==> config.mk <==
export PLATFORM = sky130hd
export DESIGN_NAME = button_gesture_decoder_top
export DESIGN_NICKNAME = d
export VERILOG_FILES = /design/src/rtl/core/bgd_pkg.sv /design/src/rtl/core/button_gesture_decoder_top.sv /design/src/rtl/core/bgd_debounce.sv /design/src/rtl/core/bgd_classify.sv
export SDC_FILE = /design/constraint.sdc
export NUM_CORES = 1
export LEC_CHECK = 0
export BUFFER_PORTS_ARGS = -buffer_cell sky130_fd_sc_hd__buf_2
export CAP_MARGIN = 20
export CORE_ASPECT_RATIO = 0.5
export CORE_MARGIN = 8
export CORE_UTILIZATION = 55
export DETAILED_ROUTE_END_ITERATION = 6
export PLACE_DENSITY = 0.86
export SKIP_CTS_REPAIR_TIMING = 1
export SYNTH_ARGS = -nofsm -noshare
export SYNTH_HDL_FRONTEND = slang
export SYNTH_HIERARCHICAL = 1
export SYNTH_SLANG_ARGS = --single-unit
export TNS_END_PERCENT = 30
==> constraint.sdc <==
create_clock -name clock -period 2.85 [get_ports clock]
set_input_delay 0.285 -clock clock [delete_from_list [all_inputs] [get_ports clock]]
set_output_delay 0.285 -clock clock [all_outputs]
set_load 0.05 [all_outputs]
==> src/rtl/core/bgd_pkg.sv <==
`default_nettype none

package bgd_pkg;

   localparam int StableWidth = 10;
   localparam int HoldWidth   = 8;
   localparam int ArgWidth    = 13;
   localparam int CsrWidth    = 10;

   localparam logic [StableWidth-1:0] STABLE_SAMPLES_RESET = 10'd1000;
   localparam logic [HoldWidth-1:0]   HOLD_COUNT_RESET     = 8'd189;
   localparam logic [HoldWidth-1:0]   HOLD_MAX             = 8'hFF;

   localparam logic signed [ArgWidth-1:0] ARG_ZERO      = 13'sd0;
   localparam logic signed [ArgWidth-1:0] ARG_MODE_LEFT = 13'sd1;
   localparam logic signed [ArgWidth-1:0] ARG_MODE_RGHT = 13'sd2;
   localparam logic signed [ArgWidth-1:0] ARG_MODE_BOTH = 13'sd3;
   localparam logic signed [ArgWidth-1:0] ARG_HOUR      = 13'sd3600;
   localparam logic signed [ArgWidth-1:0] ARG_MINUTE    = 13'sd60;
   localparam logic signed [ArgWidth-1:0] ARG_STEP_UP   = 13'sd1;
   localparam logic signed [ArgWidth-1:0] ARG_STEP_DOWN = -13'sd1;

   typedef enum logic [2:0] {
      CMD_NONE         = 3'd0,
      CMD_SET_MODE     = 3'd1,
      CMD_CHANGE_TIME  = 3'd2,
      CMD_CHANGE_ALARM = 3'd3,
      CMD_ALARM_TYPE   = 3'd4,
      CMD_CUSTOMIZE    = 3'd5
   } cmd_type;

   typedef enum logic [1:0] {
      MODE_NORMAL    = 2'd0,
      MODE_SET_TIME  = 2'd1,
      MODE_SET_ALARM = 2'd2,
      MODE_CUSTOMIZE = 2'd3
   } mode_type;

   // pins are active low: bit1 left, bit0 right
   typedef enum logic [1:0] {
      LVL_BOTH  = 2'b00,
      LVL_LEFT  = 2'b01,
      LVL_RIGHT = 2'b10,
      LVL_NONE  = 2'b11
   } level_type;

   typedef enum logic {
      CSR_STABLE_SAMPLES = 1'b0,
      CSR_HOLD_COUNT     = 1'b1
   } csr_index_type;

   typedef struct packed {
      logic       accept;
      logic [1:0] levels;
   } deb_out_type;

   function automatic logic [HoldWidth-1:0] sat_inc(input logic [HoldWidth-1:0] v);
      sat_inc = (v == HOLD_MAX) ? HOLD_MAX : v + 1'b1;
   endfunction

endpackage

`default_nettype wire

==> src/rtl/core/button_gesture_decoder_top.sv <==
`default_nettype none

// Two-button gesture decoder. Each req transaction carries one raw sample of the
// active-low left and right pins plus the current clock mode. Samples are
// debounced: a reading is accepted once it has stayed unchanged for csr
// stable_samples (index 0) further samples, and each accepted reading yields exactly
// one rsp transaction with the silence flag, command, argument and the
// debounced level; other samples yield nothing. csr hold_count (index 1) sets
// how many accepted readings a press must last in normal mode. One sample can be
// taken every cycle: a sample sits in the input register while the debounce
// counter and gesture state update in a single pass, and the result lands in
// the output register, so rsp_valid rises in the cycle after the debouncer
// accepts the reading. The input side stalls only while the output
// register holds an untaken result and the current sample produces another.
module button_gesture_decoder_top (
   input  wire logic                                 clock,
   input  wire logic                                 reset,
   input  wire logic                                 req_valid,
   output logic                                      req_stall,
   input  wire logic                                 req_left_level,
   input  wire logic                                 req_right_level,
   input  wire logic [1:0]                           req_mode,
   output logic                                      rsp_valid,
   input  wire logic                                 rsp_stall,
   output logic                                      rsp_silence,
   output logic [2:0]                                rsp_command,
   output logic signed [bgd_pkg::ArgWidth-1:0]       rsp_argument,
   output logic [1:0]                                rsp_debounced_state,
   input  wire logic                                 csr_we,
   input  wire logic                                 csr_index,
   input  wire logic [bgd_pkg::CsrWidth-1:0]         csr_wdata
);
   import bgd_pkg::*;

   logic [StableWidth-1:0] stable_samples_ff;
   logic [HoldWidth-1:0]   hold_count_ff;

   logic                   in_valid_ff;
   logic [1:0]             in_levels_ff;
   logic [1:0]             in_mode_ff;

   logic                   rsp_valid_ff;
   logic                   rsp_stop_ff;
   logic [2:0]             rsp_cmd_ff;
   logic signed [ArgWidth-1:0] rsp_arg_ff;
   logic [1:0]             rsp_state_ff;

   deb_out_type            deb_out;
   logic                   silence;
   logic [2:0]             command;
   logic signed [ArgWidth-1:0] argument;
   logic                   out_free;
   logic                   proc_fire;
   logic                   req_take;

   assign out_free  = !rsp_valid_ff || !rsp_stall;
   assign proc_fire = in_valid_ff && (!deb_out.accept || out_free);
   assign req_stall = in_valid_ff && !proc_fire;
   assign req_take  = req_valid && !req_stall;

   always_ff @(posedge clock) begin
      if (reset) begin
         stable_samples_ff <= STABLE_SAMPLES_RESET;
         hold_count_ff     <= HOLD_COUNT_RESET;
      end else if (csr_we) begin
         unique case (csr_index)
            CSR_STABLE_SAMPLES: stable_samples_ff <= csr_wdata[StableWidth-1:0];
            default:            hold_count_ff     <= csr_wdata[HoldWidth-1:0];
         endcase
      end
   end

   always_ff @(posedge clock) begin
      if (reset) begin
         in_valid_ff <= 1'b0;
      end else if (proc_fire || !in_valid_ff) begin
         in_valid_ff <= req_valid;
      end
   end

   always_ff @(posedge clock) begin
      if (req_take) begin
         in_levels_ff <= {req_left_level, req_right_level};
         in_mode_ff   <= req_mode;
      end
   end

   bgd_debounce u_debounce (
      .clock          (clock),
      .reset          (reset),
      .en             (proc_fire),
      .levels         (in_levels_ff),
      .stable_samples (stable_samples_ff),
      .deb_out        (deb_out)
   );

   bgd_classify u_classify (
      .clock      (clock),
      .reset      (reset),
      .en         (proc_fire),
      .deb_out    (deb_out),
      .mode       (in_mode_ff),
      .hold_count (hold_count_ff),
      .silence    (silence),
      .command    (command),
      .argument   (argument)
   );

   always_ff @(posedge clock) begin
      if (reset) begin
         rsp_valid_ff <= 1'b0;
      end else if (proc_fire && deb_out.accept) begin
         rsp_valid_ff <= 1'b1;
      end else if (!rsp_stall) begin
         rsp_valid_ff <= 1'b0;
      end
   end

   always_ff @(posedge clock) begin
      if (proc_fire && deb_out.accept) begin
         rsp_stop_ff  <= silence;
         rsp_cmd_ff   <= command;
         rsp_arg_ff   <= argument;
         rsp_state_ff <= deb_out.levels;
      end
   end

   assign rsp_valid           = rsp_valid_ff;
   assign rsp_silence         = rsp_stop_ff;
   assign rsp_command         = rsp_cmd_ff;
   assign rsp_argument        = rsp_arg_ff;
   assign rsp_debounced_state = rsp_state_ff;

`ifndef ASSERT_OFF
   a_result_lands: assert property (@(posedge clock) disable iff (reset)
      proc_fire && deb_out.accept |=> rsp_valid_ff)
      else $error("accepted reading produced no transaction");
   a_no_overwrite: assert property (@(posedge clock) disable iff (reset)
      proc_fire && deb_out.accept |-> !rsp_valid_ff || !rsp_stall)
      else $error("pending result overwritten");
   a_reset_empty: assert property (@(posedge clock)
      reset |=> !rsp_valid_ff && !in_valid_ff)
      else $error("pipeline not empty after reset");
`endif

endmodule

`default_nettype wire

==> src/rtl/core/bgd_debounce.sv <==
`default_nettype none

module bgd_debounce (
   input  wire logic                             clock,
   input  wire logic                             reset,
   input  wire logic                             en,
   input  wire logic [1:0]                       levels,
   input  wire logic [bgd_pkg::StableWidth-1:0]  stable_samples,
   output bgd_pkg::deb_out_type                  deb_out
);
   import bgd_pkg::*;

   logic                   window_open_ff, window_open_in;
   logic [1:0]             ref_levels_ff, ref_levels_in;
   logic [StableWidth-1:0] stable_left_ff, stable_left_in;
   logic                   accept;

   assign accept = window_open_ff && (levels == ref_levels_ff) && (stable_left_ff <= 1);
   assign deb_out.accept = accept;
   assign deb_out.levels = levels;

   always_comb begin
      window_open_in = window_open_ff;
      ref_levels_in  = ref_levels_ff;
      stable_left_in = stable_left_ff;
      priority if (!window_open_ff || levels != ref_levels_ff) begin
         // new window, or reading changed: restart the count
         window_open_in = 1'b1;
         ref_levels_in  = levels;
         stable_left_in = stable_samples;
      end else if (stable_left_ff > 1) begin
         stable_left_in = stable_left_ff - 1'b1;
      end else begin
         window_open_in = 1'b0;
         stable_left_in = '0;
      end
   end

   always_ff @(posedge clock) begin
      if (reset) begin
         window_open_ff <= 1'b0;
         ref_levels_ff  <= '0;
         stable_left_ff <= '0;
      end else if (en) begin
         window_open_ff <= window_open_in;
         ref_levels_ff  <= ref_levels_in;
         stable_left_ff <= stable_left_in;
      end
   end

`ifndef ASSERT_OFF
   a_closed_window_empty: assert property (@(posedge clock) disable iff (reset)
      !window_open_ff |-> stable_left_ff == '0)
      else $error("closed window holds a count");
   a_accept_closes: assert property (@(posedge clock) disable iff (reset)
      en && accept |=> !window_open_ff)
      else $error("window still open after accepted reading");
`endif

endmodule

`default_nettype wire

==> src/rtl/core/bgd_classify.sv <==
`default_nettype none

module bgd_classify (
   input  wire logic                                 clock,
   input  wire logic                                 reset,
   input  wire logic                                 en,
   input  wire bgd_pkg::deb_out_type                 deb_out,
   input  wire logic [1:0]                           mode,
   input  wire logic [bgd_pkg::HoldWidth-1:0]        hold_count,
   output logic                                      silence,
   output logic [2:0]                                command,
   output logic signed [bgd_pkg::ArgWidth-1:0]       argument
);
   import bgd_pkg::*;

   typedef enum logic [1:0] {
      PEND_NONE  = 2'd0,
      PEND_LEFT  = 2'd1,
      PEND_RIGHT = 2'd2
   } pend_type;

   logic [HoldWidth-1:0] left_hold_ff, left_hold_in;
   logic [HoldWidth-1:0] right_hold_ff, right_hold_in;
   logic [HoldWidth-1:0] both_hold_ff, both_hold_in;
   pend_type             pending_ff, pending_in;
   logic                 both_pending_ff, both_pending_in;
   logic                 reset_pending_ff, reset_pending_in;
   logic                 is_normal;
   logic                 take;

   assign is_normal = (mode == MODE_NORMAL);
   assign take      = en && deb_out.accept;

   always_comb begin
      silence          = 1'b0;
      command          = CMD_NONE;
      argument         = ARG_ZERO;
      left_hold_in     = left_hold_ff;
      right_hold_in    = right_hold_ff;
      both_hold_in     = both_hold_ff;
      pending_in       = pending_ff;
      both_pending_in  = both_pending_ff;
      reset_pending_in = reset_pending_ff;
      unique case (deb_out.levels)
         LVL_LEFT: begin
            pending_in = PEND_LEFT;
            if (is_normal) begin
               silence      = 1'b1;
               left_hold_in = sat_inc(left_hold_ff);
               if (left_hold_in < hold_count) pending_in = PEND_NONE;
            end
         end
         LVL_RIGHT: begin
            pending_in = PEND_RIGHT;
            if (is_normal) begin
               silence       = 1'b1;
               right_hold_in = sat_inc(right_hold_ff);
               if (right_hold_in < hold_count) pending_in = PEND_NONE;
            end
         end
         LVL_BOTH: begin
            unique case (mode)
               MODE_NORMAL: begin
                  both_hold_in    = sat_inc(both_hold_ff);
                  both_pending_in = (both_hold_in >= hold_count);
               end
               MODE_CUSTOMIZE: begin
                  silence = 1'b1;
                  command = CMD_CUSTOMIZE;
               end
               default: reset_pending_in = 1'b1;
            endcase
         end
         default: begin
            // release: reset, then both, then single button
            left_hold_in  = '0;
            right_hold_in = '0;
            both_hold_in  = '0;
            priority if (reset_pending_ff) begin
               reset_pending_in = 1'b0;
               silence          = 1'b1;
               command          = CMD_SET_MODE;
            end else if (both_pending_ff) begin
               both_pending_in = 1'b0;
               if (is_normal) begin
                  command  = CMD_SET_MODE;
                  argument = ARG_MODE_BOTH;
               end
            end else if (pending_ff == PEND_LEFT || pending_ff == PEND_RIGHT) begin
               unique case (mode)
                  MODE_NORMAL: begin
                     command  = CMD_SET_MODE;
                     argument = (pending_ff == PEND_LEFT) ? ARG_MODE_LEFT : ARG_MODE_RGHT;
                  end
                  MODE_SET_TIME: begin
                     command  = CMD_CHANGE_TIME;
                     argument = (pending_ff == PEND_LEFT) ? ARG_HOUR : ARG_MINUTE;
                  end
                  MODE_SET_ALARM: begin
                     command  = CMD_CHANGE_ALARM;
                     argument = (pending_ff == PEND_LEFT) ? ARG_HOUR : ARG_MINUTE;
                  end
                  default: begin
                     command  = CMD_ALARM_TYPE;
                     argument = (pending_ff == PEND_LEFT) ? ARG_STEP_DOWN : ARG_STEP_UP;
                  end
               endcase
            end
            pending_in = PEND_NONE;
         end
      endcase
   end

   always_ff @(posedge clock) begin
      if (reset) begin
         left_hold_ff     <= '0;
         right_hold_ff    <= '0;
         both_hold_ff     <= '0;
         pending_ff       <= PEND_NONE;
         both_pending_ff  <= 1'b0;
         reset_pending_ff <= 1'b0;
      end else if (take) begin
         left_hold_ff     <= left_hold_in;
         right_hold_ff    <= right_hold_in;
         both_hold_ff     <= both_hold_in;
         pending_ff       <= pending_in;
         both_pending_ff  <= both_pending_in;
         reset_pending_ff <= reset_pending_in;
      end
   end

`ifndef ASSERT_OFF
   a_none_no_arg: assert property (@(posedge clock) disable iff (reset)
      take && command == CMD_NONE |-> argument == ARG_ZERO)
      else $error("argument set without a command");
   a_reset_first: assert property (@(posedge clock) disable iff (reset)
      take && deb_out.levels == LVL_NONE && reset_pending_ff
      |-> silence && command == CMD_SET_MODE)
      else $error("pending reset not taken first on release");
   a_release_clears: assert property (@(posedge clock) disable iff (reset)
      take && deb_out.levels == LVL_NONE
      |=> left_hold_ff == '0 && right_hold_ff == '0 && both_hold_ff == '0)
      else $error("hold timers not cleared on release");
`endif

endmodule

`default_nettype wire

**Yosys cells after proc, flatten, opt, wreduce, memory -nomap -nowiden**

Index checks and enable logic that the tools add are counted.

- Logic and storage cells: 131
- Bits in registers: 84
- Input bits: 20

- Order comparisons: 5
- Reduce and logical (&&, ||, !) cells: 36
- Add/subtract/negate cells: 4
- Muxes and demuxes: 43
- Equal/unequal tests: 19
- Bitwise gates (word level): 5

Operator list:

| operator | number |
|---|---|
| $mux 8 | 6 |
| $pmux 8 s2 | 3 |
| $mux 13 | 3 |
| $pmux 13 s2 | 1 |
| $add 8x1->8 const B | 3 |
| $eq 8x8->1 const B | 3 |
| $mux 10 | 2 |
| $lt 8x8->1 | 2 |
| $mux 1 | 12 |
| $mux 12 | 1 |
| $mux 3 | 4 |
| $reduce_and 3->1 | 4 |
| $gt 10x1->1 const B | 1 |
| $le 10x1->1 const B | 1 |
| $mux 2 | 5 |
| $ne 2x1->1 const B | 5 |
| $reduce_and 2->1 | 5 |
| $reduce_or 2->1 | 5 |
| $sub 10x1->10 const B | 1 |
| $pmux 3 s3 | 1 |
| $eq 2x2->1 const B | 4 |
| $ge 8x8->1 | 1 |
| $logic_not 1->1 | 7 |
| $eq 2x1->1 const B | 3 |
| other kinds (12) | 29 |

**Depth between registers and ports, before layout**

Gate-level depths: netlist (run 1).

- Depth in word-level cells: 10
- Mapped depth: 12
- Gate-level depth less buffers: 10

**Cells and area by module**

Netlist (run 1), hierarchy kept.

Modules (own cells, without submodules):

| module | cells each | instances | area each (µm²) | seq. area each (µm²) |
|---|---|---|---|---|
| bgd_classify | 345 | 1 | 2,702.6 | 560.5 |
| button_gesture_decoder_top | 109 | 1 | 1,448.9 | 1,091.0 |
| bgd_debounce | 118 | 1 | 929.6 | 260.2 |

**Worst setup path before layout (run 1)**

OpenSTA, ideal clock, no wires.

- Kind: flip-flop to flip-flop
- From: register u_debounce.stable_left_ff[0]
- To: register u_classify.right_hold_ff[0]
- Stages on the path, launching flop included: 12
- Required time: 2,783 ps
- Path slack: -13 ps
- Period minus slack after synthesis: 2,863 ps
- Path buffers: 1
- Arrival: 2,796 ps
- Path through: dfxtp_1 inv_1 ha_1 or2_2 nand4_1 nor2_1 buf_4 a31oi_1 nand3b_4 a211o_4 a211o_1 a21oi_2

- Longest elaborated chain between the ends: 7

Ends and longest elaborated chain:

| item | line | RTL |
|---|---|---|
| from (decl) | bgd_debounce.sv:15 | `logic [StableWidth-1:0] stable_left_ff, stable_left_in;` |
| from (signal assigned) | bgd_debounce.sv:47 | `stable_left_ff <= stable_left_in;` |
| $le 10x1->1 | bgd_debounce.sv:18 | `assign accept = window_open_ff && (levels == ref_levels_ff) && (stable_left_ff <= 1);` |
| $logic_and 1x1->1 | bgd_debounce.sv:18 |  |
| via u_debounce.accept | bgd_debounce.sv:16 | `logic accept;` |
| $logic_not 1->1 | button_gesture_decoder_top.sv:57 | `assign proc_fire = in_valid_ff && (!deb_out.accept \|\| out_free);` |
| $logic_or 1x1->1 | button_gesture_decoder_top.sv:57 |  |
| $logic_and 1x1->1 | button_gesture_decoder_top.sv:57 |  |
| via proc_fire | button_gesture_decoder_top.sv:53 | `logic proc_fire;` |
| $logic_and 1x1->1 | bgd_classify.sv:32 | `assign take = en && deb_out.accept;` |
| $reduce_and 3->1 (no line) | -- |  |
| to (signal assigned) | bgd_classify.sv:124 | `right_hold_ff <= right_hold_in;` |
| to (decl) | bgd_classify.sv:23 | `logic [HoldWidth-1:0] right_hold_ff, right_hold_in;` |

The timed path passes the listed nets, and every way through them passes these cells.
A chain may end at the register's enable or synchronous reset.

==> metrics.md, run 1 <==
| Metric | Value |
|---|---|
| Initial cell density of the core | 0.576 |
| Synthesized cell area | 0.00508 mm^2 |
| Final min period | 2.66 ns |
| NumNets Final | 655 |
| Required @ worst endpoint | 3.13 ns |
| Grt ovf | 0 |
| Global-route usage over all layers | 0.186 |
| Htree depth | 3 |
| CP Max Fanout | 8 |
| Synth Area per Inst | 8.88 um^2 |
| Die X | 152 um |
| Post-DP HPWL | 8.65 mm |
| Switching pwr | 0.000763 W |
| WP data arrival | 2.94 ns |
| TritonCTS Buffers | 9 |
| CP Launch Type | register |
| Setup Viol. Count Final | 0 |
| FFs w/ async S/R, synth | 0 |
| Slew @ Worst Pin | 0.654 ns |
| Routability cong. | 0.959 |
| Max Slew Vio Count | 0 |
| CTS tree | yes |
| Core box area | 0.00883 mm^2 |
| Hold slack | 0.111 ns |
| Critical path class | register to register |
| Final hold viol count | 0 |
| Count of standard-cell rows | 24 |
| Max_slew headroom | 0.564 |
| Total design power | 0.00275 W |
| Clk slew on worst S/H paths | 0.07 ns |
| Endpoint type of the worst setup path | register |
| Clock buffer depth | 2 |
| Non-Filler Instances | 720 |
| Commonest non-fill, non-tap cell in the layout | dfxtp_1 |
| Post-DRT Antenna Nets | 0 |
| Root buf cell | clkbuf_16 |
| Die H | 84.0 um |
| Placed cells | 704 |
| Worst setup margin | 0.193 ns |
| Part of the power in registers | 0.469 |
| Distinct cells, synth | 74 |
| RSZ-0062 raised after global routing | true |
| Ports | 41 |
| Register area share after synthesis | 0.376 |
| Max-Cap Viols | 0 |
| Commonest cells after routing, fill and taps aside | 61 x dfxtp_1, 60 x nand2_1, 46 x a21oi_1 |
| Maximum clock rate | 0.376 GHz |
| Layout cells sized above 1 | 0.164 |
| Drt first pass iters | 5 |
| Hold Startpoint | req_mode[1] |
| Combinational fraction of design power | 0.109 |
| Initial antenna violation count | 0 |
| VDD IR max | 427 uV |
| R2R Path Start | u_debounce/stable_left_ff[0]$_SDFFE_PP0P_ |
| Clk sinks | 84 |
| Pin count of the biggest net entering global routing | 29 |
| Hold crit path type | primary input to register |
| Int Pwr | 0.00199 W |
| Outcome | finished clean |
| Pleak | 2.27 nW |
| Port bufs | 40 |
| Clock skew | 0.00605 ns |
| Detailed Route WL | 12.1 mm |
| DIE AREA | 0.0128 mm^2 |
| Final TNS setup | 0 ns |
| Clk pwr share | 0.422 |
| Antenna diode count | 0 |
| R2R setup slack | 0.19 ns |
| Post-synth top flop | dfxtp_1 |
| Area delta synth->final | 10.2% |
| Via count | 4509 |
| Vias in the first global route | 4258 |
| Tcrit/Tclk final | 0.932 |
| Number of enable flip-flop cells after synthesis | 23 |
| Pre-CTS setup slack | 0.256 ns |
| CP startpoint | u_debounce/stable_left_ff[0]$_SDFFE_PP0P_ |
| First-pass GRT wire length | 20.3 mm |
| WL/cell | 16.8 um |
| Switching Share | 0.277 |
| Syn_nets | 629 |
| DRC errors left | 0 |
| Clock latency on the worst-skew pair | 0.35 ns |
| Iter 0 DRT Violations | 415 |
| Synth Warn # | 6 |
| Vias per cell | 6.26 |
| Syn Inst Count | 572 |
| PD cells | 492 mW/mm^2 |
| Flops & latches, synth | 84 |
[routing by layer]
metal | GRT usage | routed length, um
met1 | 0.230 | 5250
met2 | 0.306 | 5750
met3 | 0.0489 | 890
met4 | 0.0723 | 211
met5 | 0 | 0
[worst paths after layout]
check,to,depth (start not counted)
max reg2reg,u_classify/right_hold_ff[0]$_SDFFE_PP0P_,10
min,in_mode_ff[1]$_DFFE_PP_,1
min reg2reg,hold_count_ff[1]$_SDFFE_PP0P_,2
max,u_classify/right_hold_ff[0]$_SDFFE_PP0P_,10
[cell families (layout without fill, tap and decap cells)]
| kind of cell | Yosys count | in the layout | share of synthesized area |
|---|---|---|---|
| simple gates | 212 | 212 | 0.226 |
| compound gates | 157 | 157 | 0.209 |
| flops | 84 | 84 | 0.376 |
| buf+inv | 67 | 98 | 0.0687 |
| fa+ha+maj | 37 | 37 | 0.0911 |
| xor+xnor | 8 | 8 | 0.0138 |
| mux | 7 | 7 | 0.0153 |
[layout make-up]
type / instances / area, um^2
Clock buffer: 9 / 225
Clock inverter: 7 / 68.8
Fill cell: 704 / 3230
Inverter: 30 / 113
Multi-Input combinational cell: 421 / 2850
Sequential cell: 84 / 1910
Tap cell: 117 / 146
Timing Repair Buffer: 52 / 290
[worst max-delay path, cell delays in order (launching register included)]
cell and delay, ns:
dfxtp_1 0.45, inv_1 0.09, ha_1 0.21, or2_2 0.30
nand4_1 0.14, nor2_1 0.08, a31oi_2 0.29, nand3b_4 0.21
a211o_4 0.39, a211o_1 0.29, a21oi_2 0.13
[cell usage after synthesis, types with 3 or more instances]
| library cell | number | area share |
|---|---|---|
| nor3b_1 | 5 | 0.0074 |
| dfxtp_1 | 61 | 0.24 |
| or3_1 | 6 | 0.0074 |
| and3_1 | 13 | 0.016 |
| a211o_1 | 7 | 0.012 |
| xnor2_1 | 8 | 0.014 |
| nor3_1 | 13 | 0.013 |
| inv_1 | 29 | 0.021 |
| a211oi_1 | 8 | 0.012 |
| o22ai_1 | 3 | 0.0037 |
| and4_1 | 4 | 0.0069 |
| nand3b_1 | 9 | 0.013 |
| o211ai_1 | 5 | 0.0074 |
| a21oi_1 | 47 | 0.046 |
| a31oi_1 | 15 | 0.018 |
| nand2_1 | 60 | 0.044 |
| a41oi_1 | 4 | 0.0069 |
| clkbuf_1 | 9 | 0.0066 |
| a21o_1 | 4 | 0.0059 |
| and2_1 | 3 | 0.0037 |
| nor2b_1 | 12 | 0.015 |
| nand4_1 | 11 | 0.014 |
| a32o_2 | 3 | 0.0066 |
| mux2i_1 | 4 | 0.0079 |
| nor2_1 | 25 | 0.018 |
| edfxtp_1 | 23 | 0.14 |
| o21ai_0 | 33 | 0.033 |
| or2_2 | 4 | 0.0049 |
| buf_6 | 4 | 0.0089 |
| ha_1 | 37 | 0.091 |
| nand2b_1 | 12 | 0.015 |
| buf_4 | 14 | 0.021 |
| nand3_1 | 19 | 0.019 |
| buf_2 | 8 | 0.0079 |
[power by group through the flow]
stage / combinational, W / clock [W] / sequential, W
final: 0.000300 / 0.00116 / 0.00129
after floorplan: 0.000214 / 0 / 0.00131
after CTS: 0.000291 / 0.00117 / 0.00129
after global routing: 0.000330 / 0.00123 / 0.00129
after global placement: 0.000280 / 0 / 0.00131
after detailed placement: 0.000287 / 0 / 0.00132
[sequential cells by signal (all words and copies together), names as in the netlist, 2 cells and up]
signal / count
rsp_command: 3
rsp_debounced_state: 2
u_debounce/ref_levels_ff: 2
u_classify/left_hold_ff: 8
in_mode_ff: 2
in_levels_ff: 2
u_classify/right_hold_ff: 8
u_classify/pending_ff: 2
u_classify/both_hold_ff: 8
rsp_argument: 13
u_debounce/stable_left_ff: 10
hold_count_ff: 8
stable_samples_ff: 10
[metrics by stage]
step | utilization | area (um^2)
floorplan | - | 5090
CTS | 0.633 | 5590
finish | 0.634 | 5600
global route | 0.634 | 5600
global placement | 0.599 | 5290
detailed placement | 0.599 | 5290
Power figures use the tool's default switching activity.
==> run 2: changes to the inputs <==
- CORE_MARGIN: 8 -> 1
- GPL_TIMING_DRIVEN: unset -> 0
==> run 2 against run 1 <==
  * Setup slack got worse by 0.13 ns
  * Non-clock buffer count up 38
  * Flip-flop and latch count is the same
==> metrics.md, run 2 (same netlist as run 1, synthesis figures left out) <==
| Metric | Value |
|---|---|
| Outcome | finished clean |
| DRC errors left | 0 (unchanged) |
| Antenna diode count | 0 (unchanged) |
| Commonest non-fill, non-tap cell in the layout | nand2_1 |
| VDD IR max | 372 uV (-13%) |
| Maximum clock rate | 0.359 GHz (-4.6%) |
| Final TNS setup | 0 ns (unchanged) |
| CP Launch Type | register |
| Worst R2R End | u_classify/left_hold_ff[7]$_SDFFE_PP0P_ |
| WP data arrival | 3.08 ns (+0.14 ns) |
| Htree depth | 3 (unchanged) |
| Post-placement cell area | 0.00545 mm^2 (+3.0%) |
| Ports | 41 (unchanged) |
| Count of standard-cell rows | 24 (unchanged) |
| Iter 0 DRT Violations | 297 (-28%) |
| WHS Endpoint | in_levels_ff[0]$_DFFE_PP_ |
| Pleak | 2.43 nW (+7.0%) |
| Hold crit path type | primary input to register |
| Vias per cell | 6.13 (-2.0%) |
| Slew @ Worst Pin | 0.692 ns (+0.0377 ns) |
| Initial antenna violation count | 0 (unchanged) |
| Tcrit/Tclk final | 0.978 (+0.0452) |
| Endpoint type of the worst setup path | register |
| Max_slew headroom | 0.539 (-0.0252) |
| Clock skew | 0.00797 ns (+0.00191 ns) |
| Final min period | 2.79 ns (+0.129 ns) |
| WL/cell | 15.9 um (-5.3%) |
| # fillers | 664 (-5.7%) |
| Worst setup margin | 0.0638 ns (-0.129 ns) |
| Final Cell Area | 0.00589 mm^2 (+5.2%) |
| Initial cell density of the core | 0.576 (unchanged) |
| Required @ worst endpoint | 3.14 ns (about the same) |
| Post-DRT Antenna Nets | 0 (unchanged) |
| Root buf cell | clkbuf_16 |
| Clock buffer depth | 2 (unchanged) |
| Multi-input gate area | 0.00286 mm^2 (+0.48%) |
| Grt ovf | 0 (unchanged) |
| Global-route usage over all layers | 0.253 (+0.0666) |
| NumNets Final | 693 (+5.8%) |
| Layout cells sized above 1 | 0.204 (+0.0402) |
| Area delta synth->final | 16.0% |
| DIE AREA | 0.00965 mm^2 (-24%) |
| Setup Viol. Count Final | 0 (unchanged) |
| CTS tree | yes |
| Die X | 138 um (-9.2%) |
| PD cells | 480 mW/mm^2 (-2.5%) |
| Clk sinks | 84 (unchanged) |
| Vias in the first global route | 4026 (-5.4%) |
| Detailed Route WL | 12.1 mm (-0.31%) |
| Drt first pass iters | 5 (unchanged) |
| Die H | 70.0 um (-17%) |
| Core box area | 0.00883 mm^2 (unchanged) |
| Fin util | 0.667 (+0.0330) |
| Via count | 4650 (+3.1%) |
| Commonest cells after routing, fill and taps aside | 60 x nand2_1, 59 x dfxtp_1, 47 x buf_2 |
| Post-DP HPWL | 8.29 mm (-4.2%) |
| R2R setup slack | 0.06 ns (-0.13 ns) |
| Critical path class | register to register |
| Max Slew Vio Count | 0 (unchanged) |
| Reg2Reg Depth | 12 (+2) |
| Worst hold stages | 1 (unchanged) |
| First-pass GRT wire length | 19.0 mm (-6.4%) |
| Routability cong. | 0.878 (-8.4%) |
| Pre-CTS setup slack | -0.389 ns (-0.645 ns) |
| Clk slew on worst S/H paths | 0.07 ns (about the same) |
| Max-Cap Viols | 0 (unchanged) |
| R2R Path Start | u_debounce/stable_left_ff[1]$_SDFFE_PP0P_ |
| TritonCTS Buffers | 9 (unchanged) |
| Clock latency on the worst-skew pair | 0.35 ns (about the same) |
| Port bufs | 39 (-2.5%) |
| Largest register FFs | 13 (unchanged) |
| Hold Startpoint | req_right_level |
| Final hold viol count | 0 (unchanged) |
| CP Max Fanout | 8 (unchanged) |
| Register area | 0.00192 mm^2 (+0.39%) |
| Pin count of the biggest net entering global routing | 20 (-31%) |
[run 2: changes by cell type in the layout (fill, tap and decap cells not counted), sizes merged]
cell / previous run / this run
buf: 52 / 79
bufinv: 0 / 1
inv: 35 / 33
clkbuf: 9 / 19
dlygate4sd1: 0 / 1
clkinvlp: 0 / 1
[run 2: critical path, stage by stage, from the launching register on]
cell	delay (ns)
dfxtp_4	0.35
inv_1	0.07
ha_1	0.19
or2_2	0.32
nand4_1	0.22
nor2_1	0.07
buf_4	0.17
a31oi_4	0.25
nand3b_4	0.19
a211oi_4	0.41
buf_6	0.19
buf_4	0.13
a41o_1	0.17
[run 2: how the worst max path moves through the flow]
stage                                                   start                                 endpoint  cells past startpoint
floorplan           u_debounce/stable_left_ff[0]$_SDFFE_PP0P_                rsp_argument[0]$_DFFE_PP_                      8
global placement    u_debounce/stable_left_ff[0]$_SDFFE_PP0P_                rsp_argument[8]$_DFFE_PP_                      8
detailed placement  u_debounce/stable_left_ff[0]$_SDFFE_PP0P_  u_classify/both_hold_ff[7]$_SDFFE_PP0P_                     11
CTS                 u_debounce/stable_left_ff[0]$_SDFFE_PP0P_  u_classify/both_hold_ff[7]$_SDFFE_PP0P_                     11
global route        u_debounce/stable_left_ff[1]$_SDFFE_PP0P_  u_classify/left_hold_ff[3]$_SDFFE_PP0P_                     12
finish              u_debounce/stable_left_ff[1]$_SDFFE_PP0P_  u_classify/left_hold_ff[7]$_SDFFE_PP0P_                     12
[run 2: cell type report]
cell class              instances  area share
multi-input cells             421       0.485
flip-flops and latches         84       0.326
repair buffers                 53      0.0522
plain buffers                  37      0.0408
clock buffers                   9      0.0382
well taps                     117      0.0248
inverters                      30      0.0191
clock inverters                 7      0.0138
[run 2: power breakdown]
part,internal (W),switching [W],leakage (nW)
Sequential,0.00126,0.0000302,0.687
Clock,0.000694,0.000518,0.149
Combinational,0.000132,0.000196,1.59
Total,0.00208,0.000744,2.43
[run 2: routing by layer]
layer	vias up	routed length [um]	track usage
met2	195	5590	0.392
met1	2187	5360	0.339
li1	2238	-	-
met4	0	242	0.0966
met5	-	0	0
met3	30	872	0.0625
[run 2: stage by stage]
step,total power [W],std cells,hold WS (ns)
after floorplan,0.00152,572,0.384
after global placement,0.00160,728,0.445
after detailed placement,0.00160,729,0.453
after CTS,0.00281,745,0.100
after global routing,0.00293,758,0.106
final,0.00283,758,0.110
==> run 3: changes to the inputs <==
- CORE_UTILIZATION: 55 -> 25
- PLACE_DENSITY: 0.86 -> 0.5
==> run 3 against run 2 <==
  * First-iteration DRC count down 50%
  * Setup slack better by 0.043 ns
  * Fmax up 1.6%
  * Sequential share of layout area down 1.4 points
  * Cell area up 4.5%
  * Register-to-register slack better by 0.04 ns
  * Flip-flop and latch count unchanged
  * Clock-buffer cell count unchanged
==> metrics.md, run 3 (same netlist as run 1, synthesis figures left out) <==
| Metric | Value |
|---|---|
| Outcome | finished clean |
| Die H | 103 um (+47%) |
| PD cells | 464 mW/mm^2 (-3.3%) |
| Count of standard-cell rows | 36 (+50%) |
| Antenna diode count | 0 (unchanged) |
| WP data arrival | 3.01 ns (-0.07 ns) |
| Pin count of the biggest net entering global routing | 17 (-15%) |
| Global-route usage over all layers | 0.127 (-0.126) |
| Tcrit/Tclk final | 0.963 (-0.0150) |
| R2R setup slack | 0.11 ns (+0.04 ns) |
| Routability cong. | 0.810 (-7.7%) |
| Required @ worst endpoint | 3.11 ns (-0.03 ns) |
| Reg2Reg Depth | 13 (+1) |
| Worst R2R End | u_classify/left_hold_ff[3]$_SDFFE_PP0P_ |
| Vias in the first global route | 4181 (+3.8%) |
| Area delta synth->final | 21.2% |
| Htree depth | 3 (unchanged) |
| Worst setup margin | 0.107 ns (+0.0428 ns) |
| RSZ-0062 raised after global routing | true |
| DIE AREA | 0.0209 mm^2 (+120%) |
| Clk sinks | 84 (unchanged) |
| Max-Cap Viols | 0 (unchanged) |
| Post-DP HPWL | 9.49 mm (+15%) |
| Non-Filler Instances | 910 (+20%) |
| Clock skew | 0.00650 ns (-0.00147 ns) |
| Commonest non-fill, non-tap cell in the layout | nand2_1 |
| TritonCTS Buffers | 9 (unchanged) |
| Detailed Route WL | 12.8 mm (+6.4%) |
| Die X | 204 um (+48%) |
| First-pass GRT wire length | 21.1 mm (+11%) |
| Core box area | 0.0197 mm^2 (+120%) |
| Initial cell density of the core | 0.258 (-0.317) |
| Iter 0 DRT Violations | 148 (-50%) |
| Slew @ Worst Pin | 0.712 ns (+0.0202 ns) |
| Pre-CTS setup slack | -0.603 ns (-0.214 ns) |
| Port bufs | 39 (unchanged) |
| Placed cells | 878 (+20%) |
| Hold crit path type | primary input to register |
| WHS Endpoint | in_mode_ff[0]$_DFFE_PP_ |
| Layout cells sized above 1 | 0.216 (+0.0115) |
| DRC errors left | 0 (unchanged) |
| Final hold viol count | 0 (unchanged) |
| Via count | 4428 (-4.8%) |
| CP Launch Type | register |
| Max Slew Vio Count | 0 (unchanged) |
| Critical path class | register to register |
| Clk slew on worst S/H paths | 0.07 ns (about the same) |
| Commonest cells after routing, fill and taps aside | 60 x nand2_1, 59 x dfxtp_1, 46 x buf_2, 46 x a21oi_1, 36 x ha_1 |
| VDD IR max | 277 uV (-25%) |
| WL/cell | 14.1 um (-11%) |
| Final min period | 2.74 ns (-0.0428 ns) |
| Initial antenna violation count | 0 (unchanged) |
| Root buf cell | clkbuf_16 |
| Vias per cell | 4.87 (-21%) |
| Worst hold stages | 1 (unchanged) |
| Register area | 0.00192 mm^2 (unchanged) |
| Clock latency on the worst-skew pair | 0.34 ns (about the same) |
| Drt first pass iters | 4 (-1) |
| Multi-input gate area | 0.00290 mm^2 (+1.4%) |
| Max_slew headroom | 0.525 (-0.0134) |
| CP Max Fanout | 10 (+2) |
| Clock buffer depth | 2 (unchanged) |
| # fillers | 2060 (+210%) |
| Largest register FFs | 13 (unchanged) |
| Pleak | 2.46 nW (+1.3%) |
| Maximum clock rate | 0.365 GHz (+1.6%) |
| Ports | 41 (unchanged) |
| CTS tree | yes |
| R2R Path Start | u_debounce/stable_left_ff[1]$_SDFFE_PP0P_ |
| Endpoint type of the worst setup path | register |
| Setup Viol. Count Final | 0 (unchanged) |
| Post-DRT Antenna Nets | 0 (unchanged) |
| CP startpoint | u_debounce/stable_left_ff[1]$_SDFFE_PP0P_ |
| Hold Startpoint | req_mode[0] |
| Grt ovf | 0 (unchanged) |
| NumNets Final | 696 (+0.43%) |
[run 3: changes by cell type in the layout (fill, tap and decap cells not counted), moves of 2 or more]
cell and delta:
xnor2_2 +2, buf_6 +3, clkinvlp_4 +2, xnor2_1 -2
[run 3: area by class of cell]
| class | instances | share of cell area |
|---|---|---|
| clock buffers | 9 | 0.0366 |
| well taps | 266 | 0.0541 |
| multi-input cells | 421 | 0.471 |
| plain buffers | 37 | 0.0413 |
| flip-flops and latches | 84 | 0.312 |
| clock inverters | 7 | 0.0134 |
| repair buffers | 56 | 0.0536 |
| inverters | 30 | 0.0183 |
[run 3: through the flow]
stage	total power, W	hold slack (ns)	utilization	setup TNS, ns	cell area [um^2]
global placement	0.00161	0.447	0.285	-33.12	5620
detailed placement	0.00161	0.450	0.286	-17.10	5630
finish	0.00286	0.115	0.313	0	6160
floorplan	0.00152	0.384	-	0	5090
CTS	0.00286	0.102	0.302	-18.89	5940
global route	0.00299	0.103	0.313	-0.0908	6160
[run 3: routing by layer]
| layer | GRT usage | up-vias | part of all wire |
|---|---|---|---|
| li1 | - | 2229 | - |
| met1 | 0.172 | 2104 | 0.51 |
| met2 | 0.208 | 79 | 0.45 |
| met3 | 0.0228 | 16 | 0.032 |
| met4 | 0.0359 | 0 | 0.012 |
| met5 | 0 | - | 0 |
[run 3: how the worst max path moves through the flow]
stage | endpoint | slack [ns] | depth (start not counted)
4_1_cts | u_classify/both_hold_ff[7]$_SDFFE_PP0P_ | -0.63 | 11
6_report | u_classify/left_hold_ff[3]$_SDFFE_PP0P_ | 0.11 | 13
3_3_place_gp | rsp_argument[7]$_DFFE_PP_ | -0.82 | 8
2_1_floorplan | rsp_argument[0]$_DFFE_PP_ | 0.06 | 8
5_1_grt | u_classify/pending_ff[0]$_SDFFE_PP0P_ | -0.03 | 10
3_5_place_dp | u_debounce/stable_left_ff[1]$_SDFFE_PP0P_ | -0.60 | 11
[run 3: report_power, final]
part / internal [W] / switching, W
Combinational: 0.000138 / 0.000198
Sequential: 0.00126 / 0.0000310
Clock: 0.000694 / 0.000540
Total: 0.00209 / 0.000769
[run 3: worst max-delay path, cell delays in order, from the launching register on]
cell      delay [ns]
dfxtp_4         0.36
inv_1           0.07
ha_1            0.18
or2_2           0.32
nand4_1         0.25
nor2_2          0.09
buf_6           0.14
a31oi_4         0.26
nand3b_4        0.18
a211oi_4        0.24
buf_6           0.16
buf_8           0.13
a21oi_1         0.07
a211oi_2        0.18
